File: src/sv/timed_slot_table_defines.svh
// assertion helpers used by the timed slot table controller
`ifndef TIMED_SLOT_TABLE_DEFINES_SVH
`define TIMED_SLOT_TABLE_DEFINES_SVH

// same-cycle implication, checked outside reset
`define TST_ASSERT_NOW(lbl, ante, cons, msg) \
	lbl: assert property (@(posedge clk) disable iff (!arst_n) (ante) |-> (cons)) \
		else $error(msg);

// next-cycle implication, checked outside reset
`define TST_ASSERT_NXT(lbl, ante, cons, msg) \
	lbl: assert property (@(posedge clk) disable iff (!arst_n) (ante) |=> (cons)) \
		else $error(msg);

`endif

File: src/sv/tst_pkg.sv
`timescale 1ns / 1ps
package tst_pkg;

	localparam int SLOT_COUNT_DEF = 4;

	localparam int FUNC_W  = 2;
	localparam int KIND_W  = 3;
	localparam int CLASS_W = 4;
	localparam int IDENT_W = 8;
	localparam int TIME_W  = 16;
	localparam int CFG_IDX_W = 2;

	localparam int S_TDATA_W = 32;
	localparam int M_TDATA_W = 8;

	localparam logic [FUNC_W-1:0] OP_EMIT  = 2'd0;
	localparam logic [FUNC_W-1:0] OP_TICK  = 2'd1;
	localparam logic [FUNC_W-1:0] OP_QUERY = 2'd2;
	localparam logic [FUNC_W-1:0] OP_NONE  = 2'd3;

	localparam logic [KIND_W-1:0] KIND_CLEAR_ALL = 3'd3;

	localparam logic [CFG_IDX_W-1:0] REG_DUR_NORMAL = 2'd0;
	localparam logic [CFG_IDX_W-1:0] REG_DUR_LONG   = 2'd1;

	localparam logic [TIME_W-1:0] DUR_NORMAL_RST = 16'd300;
	localparam logic [TIME_W-1:0] DUR_LONG_RST   = 16'd1000;

	typedef struct packed {
		logic              load;
		logic              scan;
		logic              write_pick;
		logic              push;
		logic [FUNC_W-1:0] op;
	} tst_cmd_t;

	typedef struct packed {
		logic stop;
		logic out_free;
	} tst_sts_t;

endpackage

File: src/sv/timed_slot_table.sv
`timescale 1ns / 1ps
// channel  | signals                          | beat carries
// ---------+----------------------------------+-------------------------------------
// s        | s_tvalid s_tready s_tdata s_tuser | one command: emit, tick or query
// m        | m_tvalid m_tready m_tdata m_tuser | one query answer
// cfg      | cfg_valid cfg_ready cfg_index ... | one register write, always taken
//
// one slot is examined per cycle in the slot register file; that scan sets the cost.
// emit and query stop at a match (emit also at a free slot); tick scans all; query waits on output stall.
// an unused func code is taken and gives no answer.
// reset clears all timers at once, so every slot is free with no clearing pass.
// a waiting answer on m holds the block only once the next answer is ready to leave.
module timed_slot_table import tst_pkg::*; #(
	parameter int SlotCount = SLOT_COUNT_DEF,
	localparam int IdxW = (SlotCount > 1) ? $clog2(SlotCount) : 1
) (
	input  logic                 clk,
	input  logic                 arst_n,
	input  logic                 s_tvalid,
	output logic                 s_tready,
	// kind[2:0], target_class[6:3], target_id[14:7], elapsed[30:15], zero[31]
	input  logic [S_TDATA_W-1:0] s_tdata,
	// func[1:0]
	input  logic [FUNC_W-1:0]    s_tuser,
	output logic                 m_tvalid,
	input  logic                 m_tready,
	// found_kind[2:0], zero[7:3]
	output logic [M_TDATA_W-1:0] m_tdata,
	// found[0]
	output logic                 m_tuser,
	input  logic                 cfg_valid,
	output logic                 cfg_ready,
	input  logic [CFG_IDX_W-1:0] cfg_index,
	input  logic [TIME_W-1:0]    cfg_data
);

	tst_cmd_t          cmd;
	tst_sts_t          sts;
	logic [IdxW-1:0]   idx;
	logic              out_found;
	logic [KIND_W-1:0] out_kind;

	assign cfg_ready = 1'b1;

	tst_ctrl #(
		.SlotCount(SlotCount)
	) u_ctrl (
		.clk      (clk),
		.arst_n   (arst_n),
		.in_valid (s_tvalid),
		.in_ready (s_tready),
		.in_func  (s_tuser),
		.sts      (sts),
		.cmd      (cmd),
		.idx      (idx)
	);

	tst_dp #(
		.SlotCount(SlotCount)
	) u_dp (
		.clk        (clk),
		.arst_n     (arst_n),
		.cmd        (cmd),
		.idx        (idx),
		.sts        (sts),
		.cfg_we     (cfg_valid),
		.cfg_index  (cfg_index),
		.cfg_data   (cfg_data),
		.in_kind    (s_tdata[2:0]),
		.in_class   (s_tdata[6:3]),
		.in_ident   (s_tdata[14:7]),
		.in_elapsed (s_tdata[30:15]),
		.out_valid  (m_tvalid),
		.out_ready  (m_tready),
		.out_found  (out_found),
		.out_kind   (out_kind)
	);

	assign m_tdata = {{(M_TDATA_W-KIND_W){1'b0}}, out_kind};
	assign m_tuser = out_found;

endmodule

File: src/sv/tst_ctrl.sv
`timescale 1ns / 1ps
`include "timed_slot_table_defines.svh"
module tst_ctrl import tst_pkg::*; #(
	parameter int SlotCount = SLOT_COUNT_DEF,
	localparam int IdxW = (SlotCount > 1) ? $clog2(SlotCount) : 1
) (
	input  logic              clk,
	input  logic              arst_n,
	input  logic              in_valid,
	output logic              in_ready,
	input  logic [FUNC_W-1:0] in_func,
	input  tst_sts_t          sts,
	output tst_cmd_t          cmd,
	output logic [IdxW-1:0]   idx
);

	localparam logic [1:0] ST_IDLE   = 2'd0;
	localparam logic [1:0] ST_SCAN   = 2'd1;
	localparam logic [1:0] ST_WRITE  = 2'd2;
	localparam logic [1:0] ST_RESULT = 2'd3;

	localparam logic [IdxW-1:0] LastIdx = IdxW'(SlotCount - 1);

	logic [1:0]        state_q, state_n;
	logic [FUNC_W-1:0] op_q, op_n;
	logic [IdxW-1:0]   idx_q, idx_n;
	logic              last;

	assign last     = (idx_q == LastIdx);
	assign in_ready = (state_q == ST_IDLE);
	assign idx      = idx_q;

	always_comb begin
		state_n = state_q;
		op_n    = op_q;
		idx_n   = idx_q;
		cmd     = '0;
		cmd.op  = op_q;
		unique case (state_q)
			ST_IDLE: begin
				if (in_valid) begin
					cmd.load = 1'b1;
					op_n     = in_func;
					idx_n    = '0;
					state_n  = (in_func == OP_NONE) ? ST_IDLE : ST_SCAN;
				end
			end
			ST_SCAN: begin
				cmd.scan = 1'b1;
				if (sts.stop || last) begin
					case (op_q)
						OP_EMIT:  state_n = sts.stop ? ST_IDLE : ST_WRITE;
						OP_QUERY: state_n = ST_RESULT;
						default:  state_n = ST_IDLE;
					endcase
				end else begin
					idx_n = idx_q + 1'b1;
				end
			end
			ST_WRITE: begin
				// no free slot and no match: overwrite the weakest live slot
				cmd.write_pick = 1'b1;
				state_n        = ST_IDLE;
			end
			ST_RESULT: begin
				if (sts.out_free) begin
					cmd.push = 1'b1;
					state_n  = ST_IDLE;
				end
			end
			default: state_n = ST_IDLE;
		endcase
	end

	always_ff @(posedge clk or negedge arst_n) begin
		if (!arst_n) begin
			state_q <= ST_IDLE;
			op_q    <= OP_NONE;
			idx_q   <= '0;
		end else begin
			state_q <= state_n;
			op_q    <= op_n;
			idx_q   <= idx_n;
		end
	end

	`TST_ASSERT_NOW(a_idx_range, state_q == ST_SCAN, idx_q <= LastIdx, "scan index out of range")
	`TST_ASSERT_NOW(a_push_query, cmd.push, op_q == OP_QUERY, "result pushed for non-query")
	`TST_ASSERT_NXT(a_write_ends, state_q == ST_WRITE, state_q == ST_IDLE, "write did not end item")
	`TST_ASSERT_NOW(a_write_emit, state_q == ST_WRITE, op_q == OP_EMIT, "eviction outside emit")

endmodule

File: src/sv/tst_dp.sv
`timescale 1ns / 1ps
module tst_dp import tst_pkg::*; #(
	parameter int SlotCount = SLOT_COUNT_DEF,
	localparam int IdxW = (SlotCount > 1) ? $clog2(SlotCount) : 1
) (
	input  logic                      clk,
	input  logic                      arst_n,
	input  tst_cmd_t                  cmd,
	input  logic [IdxW-1:0]           idx,
	output tst_sts_t                  sts,
	input  logic                      cfg_we,
	input  logic [CFG_IDX_W-1:0]      cfg_index,
	input  logic [TIME_W-1:0]         cfg_data,
	input  logic [KIND_W-1:0]         in_kind,
	input  logic [CLASS_W-1:0]        in_class,
	input  logic signed [IDENT_W-1:0] in_ident,
	input  logic [TIME_W-1:0]         in_elapsed,
	output logic                      out_valid,
	input  logic                      out_ready,
	output logic                      out_found,
	output logic [KIND_W-1:0]         out_kind
);

	logic [TIME_W-1:0] dur_normal_q, dur_long_q;

	logic [KIND_W-1:0]         kind_q;
	logic [CLASS_W-1:0]        class_q;
	logic signed [IDENT_W-1:0] ident_q;
	logic [TIME_W-1:0]         elapsed_q;

	logic [KIND_W-1:0]         slot_kind_q  [SlotCount];
	logic [CLASS_W-1:0]        slot_class_q [SlotCount];
	logic signed [IDENT_W-1:0] slot_ident_q [SlotCount];
	logic [TIME_W-1:0]         slot_time_q  [SlotCount];

	logic [IdxW-1:0]   best_idx_q;
	logic [TIME_W-1:0] best_time_q;

	logic              res_found_q;
	logic [KIND_W-1:0] res_kind_q;
	logic              out_valid_q;
	logic              out_found_q;
	logic [KIND_W-1:0] out_kind_q;

	logic [TIME_W-1:0] rd_time, life, tick_time;
	logic              live, emit_hit, query_hit, is_emit, is_query, is_tick;

	assign is_emit  = (cmd.op == OP_EMIT);
	assign is_tick  = (cmd.op == OP_TICK);
	assign is_query = (cmd.op == OP_QUERY);

	assign rd_time  = slot_time_q[idx];
	assign live     = (rd_time != '0);
	assign emit_hit = live && (slot_kind_q[idx] == kind_q) && (slot_class_q[idx] == class_q)
		&& (slot_ident_q[idx] == ident_q);
	// a negative stored id is a wildcard for any query id
	assign query_hit = live && (slot_class_q[idx] == class_q)
		&& (slot_ident_q[idx][IDENT_W-1] || (slot_ident_q[idx] == ident_q));
	assign life      = (kind_q == KIND_CLEAR_ALL) ? dur_long_q : dur_normal_q;
	assign tick_time = (rd_time > elapsed_q) ? (rd_time - elapsed_q) : '0;

	always_comb begin
		sts          = '0;
		sts.out_free = !out_valid_q || out_ready;
		case (cmd.op)
			OP_EMIT:  sts.stop = emit_hit || !live;
			OP_QUERY: sts.stop = query_hit;
			default:  sts.stop = 1'b0;
		endcase
	end

	always_ff @(posedge clk or negedge arst_n) begin
		if (!arst_n) begin
			dur_normal_q <= DUR_NORMAL_RST;
			dur_long_q   <= DUR_LONG_RST;
		end else if (cfg_we) begin
			unique case (cfg_index)
				REG_DUR_NORMAL: dur_normal_q <= cfg_data;
				REG_DUR_LONG:   dur_long_q   <= cfg_data;
				default: ;
			endcase
		end
	end

	always_ff @(posedge clk) begin
		if (cmd.load) begin
			kind_q    <= in_kind;
			class_q   <= in_class;
			ident_q   <= in_ident;
			elapsed_q <= in_elapsed;
		end
	end

	always_ff @(posedge clk or negedge arst_n) begin
		if (!arst_n) begin
			for (int i = 0; i < SlotCount; i++) begin
				slot_time_q[i] <= '0;
			end
		end else if (cmd.scan) begin
			if (is_emit && (emit_hit || !live)) begin
				slot_time_q[idx] <= life;
			end else if (is_tick) begin
				slot_time_q[idx] <= tick_time;
			end
		end else if (cmd.write_pick) begin
			slot_time_q[best_idx_q] <= life;
		end
	end

	always_ff @(posedge clk) begin
		if (cmd.scan && is_emit && !live) begin
			slot_kind_q[idx]  <= kind_q;
			slot_class_q[idx] <= class_q;
			slot_ident_q[idx] <= ident_q;
		end else if (cmd.write_pick) begin
			slot_kind_q[best_idx_q]  <= kind_q;
			slot_class_q[best_idx_q] <= class_q;
			slot_ident_q[best_idx_q] <= ident_q;
		end
	end

	// least time left among live slots, earliest on ties
	always_ff @(posedge clk) begin
		if (cmd.scan && is_emit && live && !emit_hit) begin
			if ((idx == '0) || (rd_time < best_time_q)) begin
				best_idx_q  <= idx;
				best_time_q <= rd_time;
			end
		end
	end

	always_ff @(posedge clk) begin
		if (cmd.load) begin
			res_found_q <= 1'b0;
			res_kind_q  <= '0;
		end else if (cmd.scan && is_query && query_hit) begin
			res_found_q <= 1'b1;
			res_kind_q  <= slot_kind_q[idx];
		end
	end

	always_ff @(posedge clk or negedge arst_n) begin
		if (!arst_n) begin
			out_valid_q <= 1'b0;
		end else if (cmd.push) begin
			out_valid_q <= 1'b1;
		end else if (out_ready) begin
			out_valid_q <= 1'b0;
		end
	end

	always_ff @(posedge clk) begin
		if (cmd.push) begin
			out_found_q <= res_found_q;
			out_kind_q  <= res_kind_q;
		end
	end

	assign out_valid = out_valid_q;
	assign out_found = out_found_q;
	assign out_kind  = out_kind_q;

endmodule

File: config.mk
export PLATFORM = sky130hd
export DESIGN_NAME = timed_slot_table
export DESIGN_NICKNAME = d
export VERILOG_FILES = /design/src/sv/tst_pkg.sv /design/src/sv/timed_slot_table.sv /design/src/sv/tst_ctrl.sv /design/src/sv/tst_dp.sv
export VERILOG_INCLUDE_DIRS = /design/src /design/src/sv
export SDC_FILE = /design/constraint.sdc
export NUM_CORES = 1
export LEC_CHECK = 0
export BUFFER_PORTS_ARGS = -buffer_cell sky130_fd_sc_hd__buf_4
export CORE_MARGIN = 10
export CORE_UTILIZATION = 55
export CTS_BUF_LIST = sky130_fd_sc_hd__clkbuf_8 sky130_fd_sc_hd__clkbuf_16
export DETAILED_ROUTE_END_ITERATION = 16
export PLACE_DENSITY = 0.72
export SKIP_CTS_REPAIR_TIMING = 1
export SYNTH_ARGS = -nofsm -noshare
export SYNTH_HDL_FRONTEND = slang
export SYNTH_HIERARCHICAL = 1
export SYNTH_SLANG_ARGS = --single-unit
File: constraint.sdc
create_clock -name clk -period 4.65 [get_ports clk]
set_clock_uncertainty 0.1 [all_clocks]
set_input_delay 0.465 -clock clk [delete_from_list [all_inputs] [get_ports clk]]
set_output_delay 0.465 -clock clk [all_outputs]
set_load 0.03 [all_outputs]
==> results.md <==
Timing:
- Setup repair after global routing left no endpoint under its margin.
- The remaining max-slew budget at the tightest pin is 34.0%.
- Hold timing on the final database bottoms out at a slack of 17.5 ps.
- The max-slew violation count was 0.
- The final number of setup-violating endpoints is 0.
- For this run, the top clock speed supported by timing is 0.237 GHz.
- Dividing the final minimum period by the clock period gives 90.9%.
- At the pin with the least slew margin, the transition time is 990 ps.
- The aggregate negative setup slack is 0 ps.
- The routed design could run at a clock period as short as 4220 ps.
- The number of failing hold endpoints at the final stage is 0.

Placed design:
- The half-perimeter wire length after detailed placement is 19200 um.
- The final weighted congestion in routability-driven placement is 0.979.
- Input and output buffers added on the ports amount to 61.

Power and ir drop:
- The standby leakage power is 0.00552 uW.
- IR analysis of the VDD net gives a maximum drop of 0.000409 V.
- The ratio of total power to cell area is 647 nW/um2.

CTS:
- The number of clock sinks is 220.
- The count of H-tree levels built during CTS is 1.
- The number of buffers created by CTS is 24.
- The clock transition at the registers of the reported paths is 60 ps.
- The TritonCTS clock tree is built.
- At the later pin of the worst-skew pair, clock insertion delay measures 530 ps.
- The longest clock path from root to sink contains 3 buffers.
- The tree is rooted in a sky130_fd_sc_hd__clkbuf_16.

Logic synthesis:
- The mapped netlist covers 11400 um2.
- The number of register bits inferred by synthesis is 220.
- The number of cells produced by synthesis is 954.
- During synthesis, Yosys emitted a total of 6 warnings.
- Sorting the synthesized cells by area gives the leading types as sky130_fd_sc_hd__edfxtp_1, sky130_fd_sc_hd__dfrtp_1, sky130_fd_sc_hd__mux4_2.
- Sequential elements use 53.1% of the synthesized area.
- The synthesized netlist contains 74 unique library cells.
- The most used flip-flop cell after synthesis is sky130_fd_sc_hd__edfxtp_1.
- Summed over its instances, the top area cell type makes up 29.7% of the synthesized netlist area.
- The average cell area after synthesis is 12.0 um2.
- The share of synthesized registers carrying an async set or reset is 46.8%.
- The number of synthesized flops with an enable pin is 113.
- The synthesized design spends more area on one cell type than any other, namely sky130_fd_sc_hd__edfxtp_1.

Layout:
- The repair_antennas step left the layout with diodes totalling 0.
- The library cells used most frequently in the layout, excluding fill and tap cells, are sky130_fd_sc_hd__edfxtp_1, sky130_fd_sc_hd__buf_4, sky130_fd_sc_hd__dfrtp_1.
- The leading cell type in the layout, fill and taps excluded is sky130_fd_sc_hd__edfxtp_1.
- The area growth from synthesis to layout is 16.1%.
- The number of nets in the final layout is 1135.
- The share of cells above drive strength 1 is 22.6%.

GRT:
- The number of antenna violations at the first check in global routing came to 0.
- Global routing used 20.4% of the available tracks across all layers.
- Entering global routing, the biggest net connects 78 pins.
- The via count of the first global-routing pass is 8000.
- The total overflow left after global routing is 0.
- The first global-routing pass estimated 43900 um of wire.

Worst setup path:
- STA classifies the critical path endpoint as a flop.
- In this design, the largest share of critical-path delay is due to multiplexers.
- The launch point of the critical path is u_ctrl/idx[0].
- Walking the worst path, the cells encountered are mux4_2 > ha_1 > and3_1 > nand3_1 > or4_1 > a22oi_1 > buf_4 > nor3b_1 > mux2i_1 > a2bb2oi_1 > o21ai_1.
- The worst reg2reg path startpoint is u_ctrl/idx[0].
- Along the worst path, the maximum fanout reaches 22.
- Counting cells, the worst reg-to-reg path comes to 11.
- The end of the worst register-to-register path is u_dp/slot_time_q[55].
- The data required time at the worst endpoint is 4960 ps.
- The logic depth of the worst path, buffers included is 11.
- The worst register-to-register path has a setup slack of 430 ps.
- The critical path is of the reg -> reg type.
- The kind of start point of the critical path is a flop.
- The biggest cell delay along the critical path is 710 ps.
- The critical-path cell with the highest stage delay is sky130_fd_sc_hd__dfrtp_4.
- Data on the critical path arrives at its endpoint at 4530 ps.
- The number of buffers and inverters on the critical path is 1.

Worst hold path:
- In this run the worst hold path is classified as in -> async.

Floorplan:
- The vertical die dimension is 164 um.
- The count of standard-cell rows is 52.
- The I/O pin count is 69.
- The initial utilization of the core area, before any placement, comes to 56.1%.
- The core region is 20400 um2.
- The die width is 164 um.
- The die covers 26900 um2.

Drt:
- The first-iteration detailed-routing DRC count is 829.
- For this run, design rule violations remaining after detail routing come to 0.
- For this block, the via count after detailed routing is 8131.
- The aggregate routed wire length is 27600 um.
- Before antenna repair, the detailed router went through 5 iterations.
- The count of nets left with antenna violations once routing finished came out at 0.
- Using the TritonRoute via totals, the vias-per-cell ratio works out to 6.11.
- The detail-routed net length per standard cell is 20.7 um.

Flow run:
- The tool flagged a number of max-cap violations equal to 0.

Run status:
- The run finished with clean final reports.
-- worst reg2reg max path, delay by kind of cell (launching register included) --
family                     cells  cell delay, ps
and+or+nand+nor                4             980
AOI/OAI and AO/OA              3             520
buffers and inverters          1             230
DFF                            1             710
muxes                          2            1110
adders and majority gates      1             440
-- cells in the mapped netlist (14+ instances only) --
| cell | n |
|---|---|
| sky130_fd_sc_hd__a21o_1 | 14 |
| sky130_fd_sc_hd__clkbuf_1 | 23 |
| sky130_fd_sc_hd__mux2_2 | 48 |
| sky130_fd_sc_hd__nor2_1 | 52 |
| sky130_fd_sc_hd__xnor2_1 | 18 |
| sky130_fd_sc_hd__mux2i_1 | 32 |
| sky130_fd_sc_hd__ha_1 | 34 |
| sky130_fd_sc_hd__mux4_2 | 29 |
| sky130_fd_sc_hd__a21oi_1 | 37 |
| sky130_fd_sc_hd__o21ai_0 | 30 |
| sky130_fd_sc_hd__nand3_1 | 16 |
| sky130_fd_sc_hd__o21ai_1 | 25 |
| sky130_fd_sc_hd__inv_1 | 52 |
| sky130_fd_sc_hd__edfxtp_1 | 113 |
| sky130_fd_sc_hd__nand2_1 | 82 |
| sky130_fd_sc_hd__dfrtp_1 | 91 |
-- per-layer routing --
layer / vias up / GRT usage [%] / wire (um)
li1: 3771 / - / -
met1: 3964 / 29.1 / 12000
met2: 343 / 31.1 / 12600
met3: 53 / 3.88 / 2390
met4: 0 / 5.77 / 591
met5: - / 0 / 0
-- cells by family (layout without fill, tap and decap cells) --
kind of cell | count (synthesis) | after routing | share of synthesized area [%]
xor+xnor | 21 | 21 | 1.61
fa+ha+maj | 35 | 35 | 3.90
compound gates | 222 | 222 | 13.5
simple gates | 239 | 239 | 10.2
flops | 220 | 220 | 53.1
other cells | 2 | 6 | 0.0657
buf+inv | 105 | 208 | 4.34
mux | 110 | 110 | 13.4
-- registers in the layout, indices dropped and copies added, names as in the netlist --
register / flops
u_ctrl/idx: 2
u_ctrl/op_q: 2
u_ctrl/state_q: 2
u_dp/best_idx_q: 2
u_dp/best_time_q: 16
u_dp/class_q: 4
u_dp/dur_long_q: 16
u_dp/dur_normal_q: 16
u_dp/elapsed_q: 16
u_dp/ident_q: 8
u_dp/kind_q: 3
u_dp/out_found: 1
u_dp/out_kind: 3
u_dp/out_valid: 1
u_dp/res_found_q: 1
u_dp/res_kind_q: 3
u_dp/slot_class_q: 16
u_dp/slot_ident_q: 32
u_dp/slot_kind_q: 12
u_dp/slot_time_q: 64
-- layout make-up --
| type | instances | area [um2] |
|---|---|---|
| tap | 270 | 338 |
| clock buffer | 31 | 719 |
| timing repair buffer | 112 | 913 |
| multi-input combinational | 633 | 4930 |
| fill | 1560 | 7110 |
| clock inverter | 13 | 90.1 |
| sequential | 220 | 6070 |
| inverter | 52 | 195 |
-- where the power goes --
part	switching, uW	total (uW)	internal (uW)	leakage, uW
Combinational	2200	3740	1540	0.00271
Clock	752	1890	1140	0.000433
Sequential	345	2950	2600	0.00238
-- worst max path at each step --
stage               slack (ps)              endpoint
floorplan                  580  u_dp/slot_time_q[59]
global placement           430  u_dp/slot_time_q[55]
detailed placement         360  u_dp/slot_time_q[55]
CTS                        280  u_dp/slot_time_q[55]
global route               180  u_dp/slot_time_q[55]
finish                     430  u_dp/slot_time_q[55]
-- through the flow --
step | worst slack (ps) | area [um2] | cells | power [uW] | utilization (%)
final | 425 | 13300 | 1331 | 8570 | 65.1
after global routing | 184 | 13300 | 1331 | 9090 | 65.1
after CTS | 278 | 13100 | 1312 | 8540 | 64.2
after detailed placement | 363 | 12300 | 1268 | 6620 | 60.2
after global placement | 426 | 12300 | 1268 | 6540 | 60.2
after floorplan | 578 | 11400 | 958 | 5530 | -
No activity file was read; power rests on OpenSTA's default activity.
